===== src/hw/rtl/differential_drive_mixer_slew_core_macros.svh =====
// assertion macros shared by the mixer modules
// each expects i_clk and i_rst_n in the enclosing module
`ifndef DIFFERENTIAL_DRIVE_MIXER_SLEW_CORE_MACROS_SVH
`define DIFFERENTIAL_DRIVE_MIXER_SLEW_CORE_MACROS_SVH

`ifndef SYNTHESIS

// same-cycle implication
`define DDMS_ASSERT_IMP(label, ante, cons) \
    label: assert property (@(posedge i_clk) disable iff (!i_rst_n) (ante) |-> (cons)) \
        else $error("ddms same-cycle check failed");

// next-cycle implication
`define DDMS_ASSERT_NXT(label, ante, cons) \
    label: assert property (@(posedge i_clk) disable iff (!i_rst_n) (ante) |=> (cons)) \
        else $error("ddms next-cycle check failed");

`else

`define DDMS_ASSERT_IMP(label, ante, cons)
`define DDMS_ASSERT_NXT(label, ante, cons)

`endif

`endif


===== src/hw/rtl/ddms_pkg.sv =====
`default_nettype none
package ddms_pkg;

    // field widths
    localparam int unsigned CMD_W  = 9;
    localparam int unsigned PWR_W  = 11;
    localparam int unsigned CFG_W  = 10;
    localparam int unsigned WIDE_W = 12;
    localparam int unsigned PROD_W = 2 * CFG_W;

    // divider: one quotient bit per step
    localparam int unsigned DIV_STEPS = CFG_W;
    localparam int unsigned CNT_W     = 4;

    // configuration registers
    localparam int unsigned CFG_IDX_W = 1;
    localparam logic [CFG_IDX_W-1:0] REG_MOTOR_MAX = 1'b0;
    localparam logic [CFG_IDX_W-1:0] REG_MAX_STEP  = 1'b1;
    localparam logic [CFG_W-1:0] MOTOR_MAX_RST = 10'd255;
    localparam logic [CFG_W-1:0] MAX_STEP_RST  = 10'd10;

    // controller to datapath
    typedef struct packed {
        logic load_in;
        logic mix_en;
        logic mul_en;
        logic div_en;
        logic tgt_en;
        logic out_load;
    } t_dp_cmd;

    // datapath to controller
    typedef struct packed {
        logic div_last;
    } t_dp_sts;

    // symmetric clamp to +/- lim
    function automatic logic signed [WIDE_W-1:0] f_clamp(
        input logic signed [WIDE_W-1:0] v,
        input logic [CFG_W-1:0] lim
    );
        logic signed [WIDE_W-1:0] hi;
        logic signed [WIDE_W-1:0] lo;
        hi = signed'({2'b00, lim});
        lo = -hi;
        if (v > hi) begin
            f_clamp = hi;
        end else if (v < lo) begin
            f_clamp = lo;
        end else begin
            f_clamp = v;
        end
    endfunction

endpackage
`default_nettype wire


===== src/hw/rtl/ddms_cmd_if.sv =====
`default_nettype none
interface ddms_cmd_if import ddms_pkg::*; ();
    logic                    valid;
    logic                    ready;
    logic signed [CMD_W-1:0] speed;
    logic signed [CMD_W-1:0] turn;

    modport source (output valid, output speed, output turn, input ready);
    modport sink (input valid, input speed, input turn, output ready);
endinterface
`default_nettype wire


===== src/hw/rtl/ddms_res_if.sv =====
`default_nettype none
interface ddms_res_if import ddms_pkg::*; ();
    logic                    valid;
    logic                    ready;
    logic signed [PWR_W-1:0] target_left;
    logic signed [PWR_W-1:0] target_right;
    logic signed [PWR_W-1:0] left_power;
    logic signed [PWR_W-1:0] right_power;
    logic                    left_reverse;
    logic                    right_reverse;
    logic [CFG_W-1:0]        left_duty;
    logic [CFG_W-1:0]        right_duty;

    modport source (
        output valid, input ready,
        output target_left, output target_right,
        output left_power, output right_power,
        output left_reverse, output right_reverse,
        output left_duty, output right_duty
    );
    modport sink (
        input valid, output ready,
        input target_left, input target_right,
        input left_power, input right_power,
        input left_reverse, input right_reverse,
        input left_duty, input right_duty
    );
endinterface
`default_nettype wire


===== src/hw/rtl/ddms_div_lane.sv =====
`default_nettype none
module ddms_div_lane import ddms_pkg::*; (
    input  wire logic              i_clk,
    input  wire logic              i_load,
    input  wire logic              i_step,
    input  wire logic [PROD_W-1:0] i_num,
    input  wire logic [CFG_W-1:0]  i_den,
    output logic [CFG_W-1:0]       o_quot
);

    logic [CFG_W-1:0] r_rem;
    logic [CFG_W-1:0] r_dq;
    logic [CFG_W:0]   trial;
    logic [CFG_W:0]   diff;
    logic             ge;

    // restoring step: shift in next dividend bit, subtract when it fits
    assign trial = {r_rem, r_dq[CFG_W-1]};
    assign diff  = trial - {1'b0, i_den};
    assign ge    = (trial >= {1'b0, i_den});

    // upper half starts as partial remainder, lower half shifts out
    // dividend bits and shifts in quotient bits
    always_ff @(posedge i_clk) begin
        if (i_load) begin
            r_rem <= i_num[PROD_W-1:CFG_W];
            r_dq  <= i_num[CFG_W-1:0];
        end else if (i_step) begin
            r_rem <= ge ? diff[CFG_W-1:0] : trial[CFG_W-1:0];
            r_dq  <= {r_dq[CFG_W-2:0], ge};
        end
    end

    assign o_quot = r_dq;

endmodule
`default_nettype wire


===== src/hw/rtl/ddms_datapath.sv =====
`default_nettype none
`include "differential_drive_mixer_slew_core_macros.svh"
module ddms_datapath import ddms_pkg::*; (
    input  wire logic                    i_clk,
    input  wire logic                    i_rst_n,
    input  wire t_dp_cmd                 i_cmd,
    output t_dp_sts                      o_sts,
    input  wire logic signed [CMD_W-1:0] i_speed,
    input  wire logic signed [CMD_W-1:0] i_turn,
    input  wire logic [CFG_W-1:0]        i_motor_max,
    input  wire logic [CFG_W-1:0]        i_max_step,
    output logic signed [PWR_W-1:0]      o_target_left,
    output logic signed [PWR_W-1:0]      o_target_right,
    output logic signed [PWR_W-1:0]      o_left_power,
    output logic signed [PWR_W-1:0]      o_right_power,
    output logic                         o_left_reverse,
    output logic                         o_right_reverse,
    output logic [CFG_W-1:0]             o_left_duty,
    output logic [CFG_W-1:0]             o_right_duty
);

    logic signed [PWR_W-1:0]  r_rl;
    logic signed [PWR_W-1:0]  r_rr;
    logic [CFG_W-1:0]         r_abs_l;
    logic [CFG_W-1:0]         r_abs_r;
    logic [CFG_W-1:0]         r_mag;
    logic                     r_scale;
    logic [CNT_W-1:0]         r_cnt;
    logic signed [PWR_W-1:0]  r_tl;
    logic signed [PWR_W-1:0]  r_tr;
    logic signed [PWR_W-1:0]  r_out_tl;
    logic signed [PWR_W-1:0]  r_out_tr;
    logic signed [PWR_W-1:0]  r_app_l;
    logic signed [PWR_W-1:0]  r_app_r;
    logic                     r_rev_l;
    logic                     r_rev_r;
    logic [CFG_W-1:0]         r_duty_l;
    logic [CFG_W-1:0]         r_duty_r;

    logic signed [PWR_W-1:0]  speed_x;
    logic signed [PWR_W-1:0]  turn_x;
    logic signed [PWR_W-1:0]  neg_rl;
    logic signed [PWR_W-1:0]  neg_rr;
    logic [CFG_W-1:0]         abs_l;
    logic [CFG_W-1:0]         abs_r;
    logic [CFG_W-1:0]         mag;
    logic [PROD_W-1:0]        prod_l;
    logic [PROD_W-1:0]        prod_r;
    logic [CFG_W-1:0]         q_l;
    logic [CFG_W-1:0]         q_r;
    logic signed [PWR_W-1:0]  qs_l;
    logic signed [PWR_W-1:0]  qs_r;
    logic signed [PWR_W-1:0]  pick_l;
    logic signed [PWR_W-1:0]  pick_r;
    logic signed [WIDE_W-1:0] tcl_l;
    logic signed [WIDE_W-1:0] tcl_r;
    logic signed [WIDE_W-1:0] cur_l;
    logic signed [WIDE_W-1:0] cur_r;
    logic signed [WIDE_W-1:0] dlt_l;
    logic signed [WIDE_W-1:0] dlt_r;
    logic signed [WIDE_W-1:0] new_l;
    logic signed [WIDE_W-1:0] new_r;
    logic signed [PWR_W-1:0]  nneg_l;
    logic signed [PWR_W-1:0]  nneg_r;

    // mix: sign-extend and form both raw sides
    assign speed_x = PWR_W'(i_speed);
    assign turn_x  = PWR_W'(i_turn);

    always_ff @(posedge i_clk) begin
        if (i_cmd.load_in) begin
            r_rl <= speed_x + turn_x;
            r_rr <= speed_x - turn_x;
        end
    end

    // magnitudes and scale decision
    assign neg_rl = -r_rl;
    assign neg_rr = -r_rr;
    assign abs_l  = r_rl[PWR_W-1] ? neg_rl[CFG_W-1:0] : r_rl[CFG_W-1:0];
    assign abs_r  = r_rr[PWR_W-1] ? neg_rr[CFG_W-1:0] : r_rr[CFG_W-1:0];
    assign mag    = (abs_l > abs_r) ? abs_l : abs_r;

    always_ff @(posedge i_clk) begin
        if (i_cmd.mix_en) begin
            r_abs_l <= abs_l;
            r_abs_r <= abs_r;
            r_mag   <= mag;
            r_scale <= (mag > i_motor_max);
        end
    end

    // products feed the divider registers directly
    assign prod_l = r_abs_l * i_motor_max;
    assign prod_r = r_abs_r * i_motor_max;

    ddms_div_lane u_div_l (
        .i_clk  (i_clk),
        .i_load (i_cmd.mul_en),
        .i_step (i_cmd.div_en),
        .i_num  (prod_l),
        .i_den  (r_mag),
        .o_quot (q_l)
    );

    ddms_div_lane u_div_r (
        .i_clk  (i_clk),
        .i_load (i_cmd.mul_en),
        .i_step (i_cmd.div_en),
        .i_num  (prod_r),
        .i_den  (r_mag),
        .o_quot (q_r)
    );

    // divide step counter
    always_ff @(posedge i_clk) begin
        if (!i_rst_n) begin
            r_cnt <= '0;
        end else if (i_cmd.mul_en) begin
            r_cnt <= CNT_W'(DIV_STEPS - 1);
        end else if (i_cmd.div_en && (r_cnt != '0)) begin
            r_cnt <= r_cnt - 1'b1;
        end
    end

    assign o_sts.div_last = (r_cnt == '0);

    // targets: signed quotient when scaling, then clamp
    assign qs_l   = signed'({1'b0, q_l});
    assign qs_r   = signed'({1'b0, q_r});
    assign pick_l = r_scale ? (r_rl[PWR_W-1] ? -qs_l : qs_l) : r_rl;
    assign pick_r = r_scale ? (r_rr[PWR_W-1] ? -qs_r : qs_r) : r_rr;
    assign tcl_l  = f_clamp(WIDE_W'(pick_l), i_motor_max);
    assign tcl_r  = f_clamp(WIDE_W'(pick_r), i_motor_max);

    always_ff @(posedge i_clk) begin
        if (i_cmd.tgt_en) begin
            r_tl <= tcl_l[PWR_W-1:0];
            r_tr <= tcl_r[PWR_W-1:0];
        end
    end

    // slew limit toward target, then clamp to the limit
    assign cur_l  = WIDE_W'(r_app_l);
    assign cur_r  = WIDE_W'(r_app_r);
    assign dlt_l  = f_clamp(WIDE_W'(r_tl) - cur_l, i_max_step);
    assign dlt_r  = f_clamp(WIDE_W'(r_tr) - cur_r, i_max_step);
    assign new_l  = f_clamp(cur_l + dlt_l, i_motor_max);
    assign new_r  = f_clamp(cur_r + dlt_r, i_motor_max);
    assign nneg_l = -new_l[PWR_W-1:0];
    assign nneg_r = -new_r[PWR_W-1:0];

    // applied powers are state
    always_ff @(posedge i_clk) begin
        if (!i_rst_n) begin
            r_app_l <= '0;
            r_app_r <= '0;
        end else if (i_cmd.out_load) begin
            r_app_l <= new_l[PWR_W-1:0];
            r_app_r <= new_r[PWR_W-1:0];
        end
    end

    // result beat payload
    always_ff @(posedge i_clk) begin
        if (i_cmd.out_load) begin
            r_out_tl <= r_tl;
            r_out_tr <= r_tr;
            r_rev_l  <= new_l[WIDE_W-1];
            r_rev_r  <= new_r[WIDE_W-1];
            r_duty_l <= new_l[WIDE_W-1] ? nneg_l[CFG_W-1:0] : new_l[CFG_W-1:0];
            r_duty_r <= new_r[WIDE_W-1] ? nneg_r[CFG_W-1:0] : new_r[CFG_W-1:0];
        end
    end

    assign o_target_left   = r_out_tl;
    assign o_target_right  = r_out_tr;
    assign o_left_power    = r_app_l;
    assign o_right_power   = r_app_r;
    assign o_left_reverse  = r_rev_l;
    assign o_right_reverse = r_rev_r;
    assign o_left_duty     = r_duty_l;
    assign o_right_duty    = r_duty_r;

    // checks
    `DDMS_ASSERT_NXT(a_mag_is_max, i_cmd.mix_en, (r_mag >= r_abs_l) && (r_mag >= r_abs_r))
    `DDMS_ASSERT_IMP(a_quot_in_range, i_cmd.tgt_en && r_scale, (q_l <= i_motor_max) && (q_r <= i_motor_max))
    `DDMS_ASSERT_NXT(a_duty_in_limit, i_cmd.out_load, (r_duty_l <= $past(i_motor_max)) && (r_duty_r <= $past(i_motor_max)))

endmodule
`default_nettype wire


===== src/hw/rtl/ddms_ctrl.sv =====
`default_nettype none
`include "differential_drive_mixer_slew_core_macros.svh"
module ddms_ctrl import ddms_pkg::*; (
    input  wire logic    i_clk,
    input  wire logic    i_rst_n,
    input  wire logic    i_in_valid,
    output logic         o_in_ready,
    output logic         o_out_valid,
    input  wire logic    i_out_ready,
    output t_dp_cmd      o_cmd,
    input  wire t_dp_sts i_sts
);

    localparam logic [2:0] S_IDLE = 3'd0;
    localparam logic [2:0] S_MIX  = 3'd1;
    localparam logic [2:0] S_MUL  = 3'd2;
    localparam logic [2:0] S_DIV  = 3'd3;
    localparam logic [2:0] S_TGT  = 3'd4;
    localparam logic [2:0] S_FIN  = 3'd5;

    logic [2:0] r_state;
    logic [2:0] n_state;
    logic       r_out_valid;
    logic       n_out_valid;
    logic       in_accept;
    logic       out_free;

    assign in_accept = i_in_valid && (r_state == S_IDLE);
    assign out_free  = !r_out_valid || i_out_ready;

    // sequencing
    always_comb begin
        n_state = r_state;
        o_cmd   = '0;
        case (r_state)
            S_IDLE: begin
                if (i_in_valid) begin
                    o_cmd.load_in = 1'b1;
                    n_state       = S_MIX;
                end
            end
            S_MIX: begin
                o_cmd.mix_en = 1'b1;
                n_state      = S_MUL;
            end
            S_MUL: begin
                o_cmd.mul_en = 1'b1;
                n_state      = S_DIV;
            end
            S_DIV: begin
                o_cmd.div_en = 1'b1;
                if (i_sts.div_last) begin
                    n_state = S_TGT;
                end
            end
            S_TGT: begin
                o_cmd.tgt_en = 1'b1;
                n_state      = S_FIN;
            end
            S_FIN: begin
                if (out_free) begin
                    o_cmd.out_load = 1'b1;
                    n_state        = S_IDLE;
                end
            end
            default: begin
                n_state = S_IDLE;
            end
        endcase
    end

    // result beat valid
    always_comb begin
        if (o_cmd.out_load) begin
            n_out_valid = 1'b1;
        end else if (i_out_ready) begin
            n_out_valid = 1'b0;
        end else begin
            n_out_valid = r_out_valid;
        end
    end

    always_ff @(posedge i_clk) begin
        if (!i_rst_n) begin
            r_state     <= S_IDLE;
            r_out_valid <= 1'b0;
        end else begin
            r_state     <= n_state;
            r_out_valid <= n_out_valid;
        end
    end

    assign o_in_ready  = (r_state == S_IDLE);
    assign o_out_valid = r_out_valid;

    // checks
    `DDMS_ASSERT_NXT(a_accept_starts, in_accept, r_state == S_MIX)
    `DDMS_ASSERT_IMP(a_load_when_free, o_cmd.out_load, !r_out_valid || i_out_ready)
    `DDMS_ASSERT_NXT(a_div_holds, (r_state == S_DIV) && !i_sts.div_last, r_state == S_DIV)

endmodule
`default_nettype wire


===== src/hw/rtl/differential_drive_mixer_slew_core.sv =====
// differential drive mixer with acceleration limit
// command to result: load, mix, multiply, divide steps, target, output load
// one command in flight at a time; division uses a 10-step restoring divider
// a new command is taken while an earlier result beat still waits on the output
// synchronous active-low reset: motor_max 255, max_step 10, applied powers 0
`default_nettype none
module differential_drive_mixer_slew_core import ddms_pkg::*; (
    input  wire logic                 i_clk,
    input  wire logic                 i_rst_n,
    ddms_cmd_if.sink                  i_cmd,
    ddms_res_if.source                o_res,
    input  wire logic                 i_cfg_we,
    input  wire logic [CFG_IDX_W-1:0] i_cfg_idx,
    input  wire logic [CFG_W-1:0]     i_cfg_wdata
);

    logic [CFG_W-1:0] r_motor_max;
    logic [CFG_W-1:0] r_max_step;
    t_dp_cmd          dp_cmd;
    t_dp_sts          dp_sts;

    // configuration registers
    always_ff @(posedge i_clk) begin
        if (!i_rst_n) begin
            r_motor_max <= MOTOR_MAX_RST;
            r_max_step  <= MAX_STEP_RST;
        end else if (i_cfg_we) begin
            case (i_cfg_idx)
                REG_MOTOR_MAX: r_motor_max <= i_cfg_wdata;
                REG_MAX_STEP:  r_max_step  <= i_cfg_wdata;
                default: begin
                end
            endcase
        end
    end

    // sequencer
    ddms_ctrl u_ctrl (
        .i_clk       (i_clk),
        .i_rst_n     (i_rst_n),
        .i_in_valid  (i_cmd.valid),
        .o_in_ready  (i_cmd.ready),
        .o_out_valid (o_res.valid),
        .i_out_ready (o_res.ready),
        .o_cmd       (dp_cmd),
        .i_sts       (dp_sts)
    );

    // arithmetic
    ddms_datapath u_dp (
        .i_clk           (i_clk),
        .i_rst_n         (i_rst_n),
        .i_cmd           (dp_cmd),
        .o_sts           (dp_sts),
        .i_speed         (i_cmd.speed),
        .i_turn          (i_cmd.turn),
        .i_motor_max     (r_motor_max),
        .i_max_step      (r_max_step),
        .o_target_left   (o_res.target_left),
        .o_target_right  (o_res.target_right),
        .o_left_power    (o_res.left_power),
        .o_right_power   (o_res.right_power),
        .o_left_reverse  (o_res.left_reverse),
        .o_right_reverse (o_res.right_reverse),
        .o_left_duty     (o_res.left_duty),
        .o_right_duty    (o_res.right_duty)
    );

endmodule
`default_nettype wire

===== src/flat_wrapper.sv =====
// flat-port wrapper written by rule: the top's interface ports become plain ports
module differential_drive_mixer_slew_core_flat import ddms_pkg::*;
  (i_clk, i_rst_n, i_cfg_we, i_cfg_idx, i_cfg_wdata, i_cmd_valid, i_cmd_speed, i_cmd_turn, i_cmd_ready, o_res_valid, o_res_ready, o_res_target_left, o_res_target_right, o_res_left_power, o_res_right_power, o_res_left_reverse, o_res_right_reverse, o_res_left_duty, o_res_right_duty);
  ddms_cmd_if i_cmd_i ();
  ddms_res_if o_res_i ();
  input  wire logic i_clk;
  input  wire logic i_rst_n;
  input  wire logic i_cfg_we;
  input  wire logic [CFG_IDX_W-1:0] i_cfg_idx;
  input  wire logic [CFG_W-1:0] i_cfg_wdata;
  input wire logic [$bits(i_cmd_i.valid)-1:0] i_cmd_valid;
  input wire logic [$bits(i_cmd_i.speed)-1:0] i_cmd_speed;
  input wire logic [$bits(i_cmd_i.turn)-1:0] i_cmd_turn;
  output wire logic [$bits(i_cmd_i.ready)-1:0] i_cmd_ready;
  output wire logic [$bits(o_res_i.valid)-1:0] o_res_valid;
  input wire logic [$bits(o_res_i.ready)-1:0] o_res_ready;
  output wire logic [$bits(o_res_i.target_left)-1:0] o_res_target_left;
  output wire logic [$bits(o_res_i.target_right)-1:0] o_res_target_right;
  output wire logic [$bits(o_res_i.left_power)-1:0] o_res_left_power;
  output wire logic [$bits(o_res_i.right_power)-1:0] o_res_right_power;
  output wire logic [$bits(o_res_i.left_reverse)-1:0] o_res_left_reverse;
  output wire logic [$bits(o_res_i.right_reverse)-1:0] o_res_right_reverse;
  output wire logic [$bits(o_res_i.left_duty)-1:0] o_res_left_duty;
  output wire logic [$bits(o_res_i.right_duty)-1:0] o_res_right_duty;
  assign i_cmd_i.valid = i_cmd_valid;
  assign i_cmd_i.speed = i_cmd_speed;
  assign i_cmd_i.turn = i_cmd_turn;
  assign i_cmd_ready = i_cmd_i.ready;
  assign o_res_valid = o_res_i.valid;
  assign o_res_i.ready = o_res_ready;
  assign o_res_target_left = o_res_i.target_left;
  assign o_res_target_right = o_res_i.target_right;
  assign o_res_left_power = o_res_i.left_power;
  assign o_res_right_power = o_res_i.right_power;
  assign o_res_left_reverse = o_res_i.left_reverse;
  assign o_res_right_reverse = o_res_i.right_reverse;
  assign o_res_left_duty = o_res_i.left_duty;
  assign o_res_right_duty = o_res_i.right_duty;
  differential_drive_mixer_slew_core u_core (.i_clk(i_clk), .i_rst_n(i_rst_n), .i_cmd(i_cmd_i), .o_res(o_res_i), .i_cfg_we(i_cfg_we), .i_cfg_idx(i_cfg_idx), .i_cfg_wdata(i_cfg_wdata));
endmodule

===== config.mk =====
export PLATFORM = sky130hd
export DESIGN_NAME = differential_drive_mixer_slew_core_flat
export DESIGN_NICKNAME = d
export VERILOG_FILES = /design/src/hw/rtl/ddms_pkg.sv /design/src/hw/rtl/ddms_cmd_if.sv /design/src/hw/rtl/ddms_res_if.sv /design/src/hw/rtl/ddms_div_lane.sv /design/src/hw/rtl/ddms_datapath.sv /design/src/hw/rtl/ddms_ctrl.sv /design/src/hw/rtl/differential_drive_mixer_slew_core.sv /design/src/flat_wrapper.sv
export VERILOG_INCLUDE_DIRS = /design/src /design/src/hw/rtl
export SDC_FILE = /design/constraint.sdc
export NUM_CORES = 1
export LEC_CHECK = 0
export BUFFER_PORTS_ARGS = -buffer_cell sky130_fd_sc_hd__buf_2
export CELL_PAD_IN_SITES_DETAIL_PLACEMENT = 1
export CELL_PAD_IN_SITES_GLOBAL_PLACEMENT = 2
export CORE_MARGIN = 4
export CORE_UTILIZATION = 44
export CTS_CLUSTER_DIAMETER = 50
export DETAILED_ROUTE_END_ITERATION = 12
export PLACE_DENSITY_LB_ADDON = 0.1
export SYNTH_ARGS = -nofsm -noshare
export SYNTH_HDL_FRONTEND = slang
export SYNTH_HIERARCHICAL = 1
export SYNTH_SLANG_ARGS = --single-unit

===== constraint.sdc =====
create_clock -name i_clk -period 17.5 [get_ports i_clk]
set_input_delay 2.625 -clock i_clk [delete_from_list [all_inputs] [get_ports i_clk]]
set_output_delay 2.625 -clock i_clk [all_outputs]
set_load 0.02 [all_outputs]

==> results.cfg <==
[job]
cap_viol_max_count = 0

[floorplan]
core_area_sq_mm = 0.0539
chipWidth_microns = 241
row_count = 85
io_pins = 102
die_h_microns = 241
design.die.area_sq_mm = 0.0583
start_util_pct = 44.5

[yosys]
synth_edf_count = 154
synth_common_cells = 344 x ha_1, 296 x inv_1, 251 x nand2_1
ys_seq_elements = 204
synth.distinct_cells = 94
synth_top_area_share_pct = 19.3
yosys.area.top_type = edfxtp_1
synth_cells = 2656
yosys_warnings = 6
synthTopCellsByArea = edfxtp_1 19%, ha_1 18%, fa_1 11%
yosysSeqAreaShare_pct = 23.5
synth_nets = 3166
ys_async_sr_fraction_pct = 0
yosysMostFrequentCell = ha_1
synth_area_sq_mm = 0.0240
synth_ff_type = edfxtp_1
synthesis.area_per_instance_sq_um = 9.03

[global_routing]
grt_pass1_vias = 21300
grt_start_max_net_pins = 76
grt_first_pass_wirelength_mm = 129
antenna_found_initial = 5
overflow = 0
track_usage_pct = 28.8

[cts]
cts_resized = 0
clockRootBuffer = clkbuf_16
cts_setup_buffers = 0
clock_path_buffers = 3
cts_buffers = 38
clkSinkCount = 204
ctsHoldBuffers = 0
cts_tree = yes
clkSlewWorstSetupHoldPaths_ps = 50
cts_htree_levels = 2
clock_latency_ps = 560

[timing]
slew_violations = 0
slew_headroom_pct = 19.7
hold_viol = 0
period_share_pct = 52.6
rsz0062_at_grt = false
period_minus_slack_ps = 9210
max_freq_ghz = 0.109
setup_viol = 0
tns_ps = 0
fin_worst_skew_ps = 26.7
worst_pin_slew_ps = 1200

[finish]
multiInputGateArea_sq_mm = 0.0168
fillCellCount = 6269
fin_area_sq_mm = 0.0264
finalNetCount = 3230
area_growth_pct = 9.99
drive_gt1_share_pct = 10.3
regArea_sq_mm = 0.00563

[critical_path]
crit_path_start_kind = register
crit_fanout = 29
crit_arrival_ps = 9480
slowest_delay_ps = 610
reg2regPathDepth = 37
r2r_slack_ps = 8290
rr_startpoint = u_core/u_dp/r_tr[0]$_DFFE_PP_
cp-end-kind = register
r2r_end = u_core/u_dp/o_right_duty[9]$_DFFE_PP_
required_ps = 17770
cp_slowest_cell = nand2_1
crit_top_cell = a21oi_1
criticalPathCategory = register to register

[min_path]
hold_path.class = register to register
min_from = u_core/u_dp/r_tl[0]$_DFFE_PP_
hold_end = u_core/u_dp/o_target_left[0]$_DFFE_PP_
hold_depth = 0

[pwr]
power_density_mw_per_mm2 = 172
power_leakage_nw = 12.1
ir_worst_vdd_uv = 194

[placed_design]
dp.final_hpwl_mm = 66.1
dpl_cell_area_sq_mm = 0.0251
place_congestion = 0.934
io_buffers = 101

[routing]
drt_first_pass_iters = 5
remaining_drc_errors = 0
drtIter0Drc = 1225
vias_per_cell = 5.85
finalWirelength_mm = 84.0
antenna_left = 0
drt-wirelength-per-cell_microns = 24.4
num_vias = 20200

[run_status]
status = finished, final reports clean
-- final cells by class --
class / count / share of cell area, %
timing repair buffer: 128 / 2.69
clock inverter: 22 / 0.778
multi-input combinational: 2048 / 63.8
inverter: 300 / 4.27
sequential: 204 / 21.3
tap: 696 / 3.30
antenna: 2 / 0.0190
clock buffer: 46 / 3.84
-- how the worst max path moves through the flow --
| stage | to | cells after the start | start | slack, ps |
|---|---|---|---|---|
| after global routing | u_core/u_dp/o_right_duty[9]$_DFFE_PP_ | 37 | u_core/u_dp/r_tr[0]$_DFFE_PP_ | 7650 |
| after floorplan | u_core/u_dp/o_right_duty[9]$_DFFE_PP_ | 40 | u_core/u_dp/o_right_power[0]$_SDFFE_PN0P_ | 9290 |
| after detailed placement | u_core/u_dp/o_right_duty[9]$_DFFE_PP_ | 37 | u_core/u_dp/r_tr[0]$_DFFE_PP_ | 8460 |
| final | u_core/u_dp/o_right_duty[9]$_DFFE_PP_ | 37 | u_core/u_dp/r_tr[0]$_DFFE_PP_ | 8290 |
| after CTS | u_core/u_dp/o_right_duty[9]$_DFFE_PP_ | 37 | u_core/u_dp/r_tr[0]$_DFFE_PP_ | 8390 |
| after global placement | u_core/u_dp/o_right_duty[9]$_DFFE_PP_ | 37 | u_core/u_dp/r_tr[0]$_DFFE_PP_ | 8740 |
-- cell families after synthesis --
kind of cell	synth area share, %
AO/OA/AOI/OAI	15.3
XOR/XNOR	5.55
adder cells (fa/ha/maj)	29.1
buffers and inverters	6.60
flip-flops	23.5
multiplexers	4.78
AND/OR/NAND/NOR	15.2
-- layout by cell type (no fill, tap or decap), types with 64 or more instances in the layout --
cell / n
a21oi_1: 161
and2_1: 91
buf_2: 101
edfxtp_1: 154
fa_1: 132
ha_1: 344
inv_1: 296
mux2i_1: 65
nand2_1: 251
nor2_1: 144
o21ai_0: 122
xnor2_1: 88
xor2_1: 64
-- power by group --
group	switching, mW	leakage [nW]	internal, mW
Clock	0.283	0.593	0.435
Sequential	0.0823	1.82	0.633
Combinational	1.79	9.70	1.32
-- metrics by stage --
step	util, %	total power, mW	hold slack [ps]	setup slack [ps]	cells
2_1_floorplan	-	3.00	426	9290	2656
3_3_place_gp	46.6	3.69	430	8740	3376
3_5_place_dp	46.6	3.79	438	8460	3376
4_1_cts	48.9	4.56	452	8390	3444
5_1_grt	48.9	4.99	456	7650	3444
6_report	48.9	4.54	454	8290	3446
-- state kept, by name, summed over array words and instances, names as in the netlist, 9 cells and up --
signal and count:
u_core/u_dp/o_left_power 11, u_core/u_dp/o_right_power 11, u_core/u_dp/o_target_left 11, u_core/u_dp/o_target_right 11, u_core/u_dp/r_tl 11, u_core/u_dp/r_tr 11
u_core/r_max_step 10, u_core/r_motor_max 10, u_core/u_dp/o_left_duty 10, u_core/u_dp/o_right_duty 10, u_core/u_dp/r_abs_l 10, u_core/u_dp/r_rl 10
u_core/u_dp/u_div_l/o_quot 10, u_core/u_dp/u_div_l/r_rem 10, u_core/u_dp/u_div_r/o_quot 10, u_core/u_dp/u_div_r/r_rem 10, u_core/u_dp/r_abs_r 9, u_core/u_dp/r_mag 9
u_core/u_dp/r_rr 9
-- layer usage --
layer / track usage [%] / part of all wire, %
met5: 0 / 0.033
met4: 7.06 / 2.3
met3: 4.04 / 5.1
met2: 46.4 / 45
met1: 41.1 / 48
-- worst max-delay path, delay by kind of cell (launching register included) --
| family | cells | cell delay, ps |
|---|---|---|
| XOR/XNOR | 3 | 640 |
| multiplexers | 4 | 1060 |
| AO/OA/AOI/OAI | 18 | 3460 |
| adder cells (fa/ha/maj) | 6 | 1890 |
| AND/OR/NAND/NOR | 4 | 1380 |
| buffers and inverters | 2 | 120 |
| flip-flops | 1 | 380 |
Note: power is estimated with default switching activity, not from simulation.
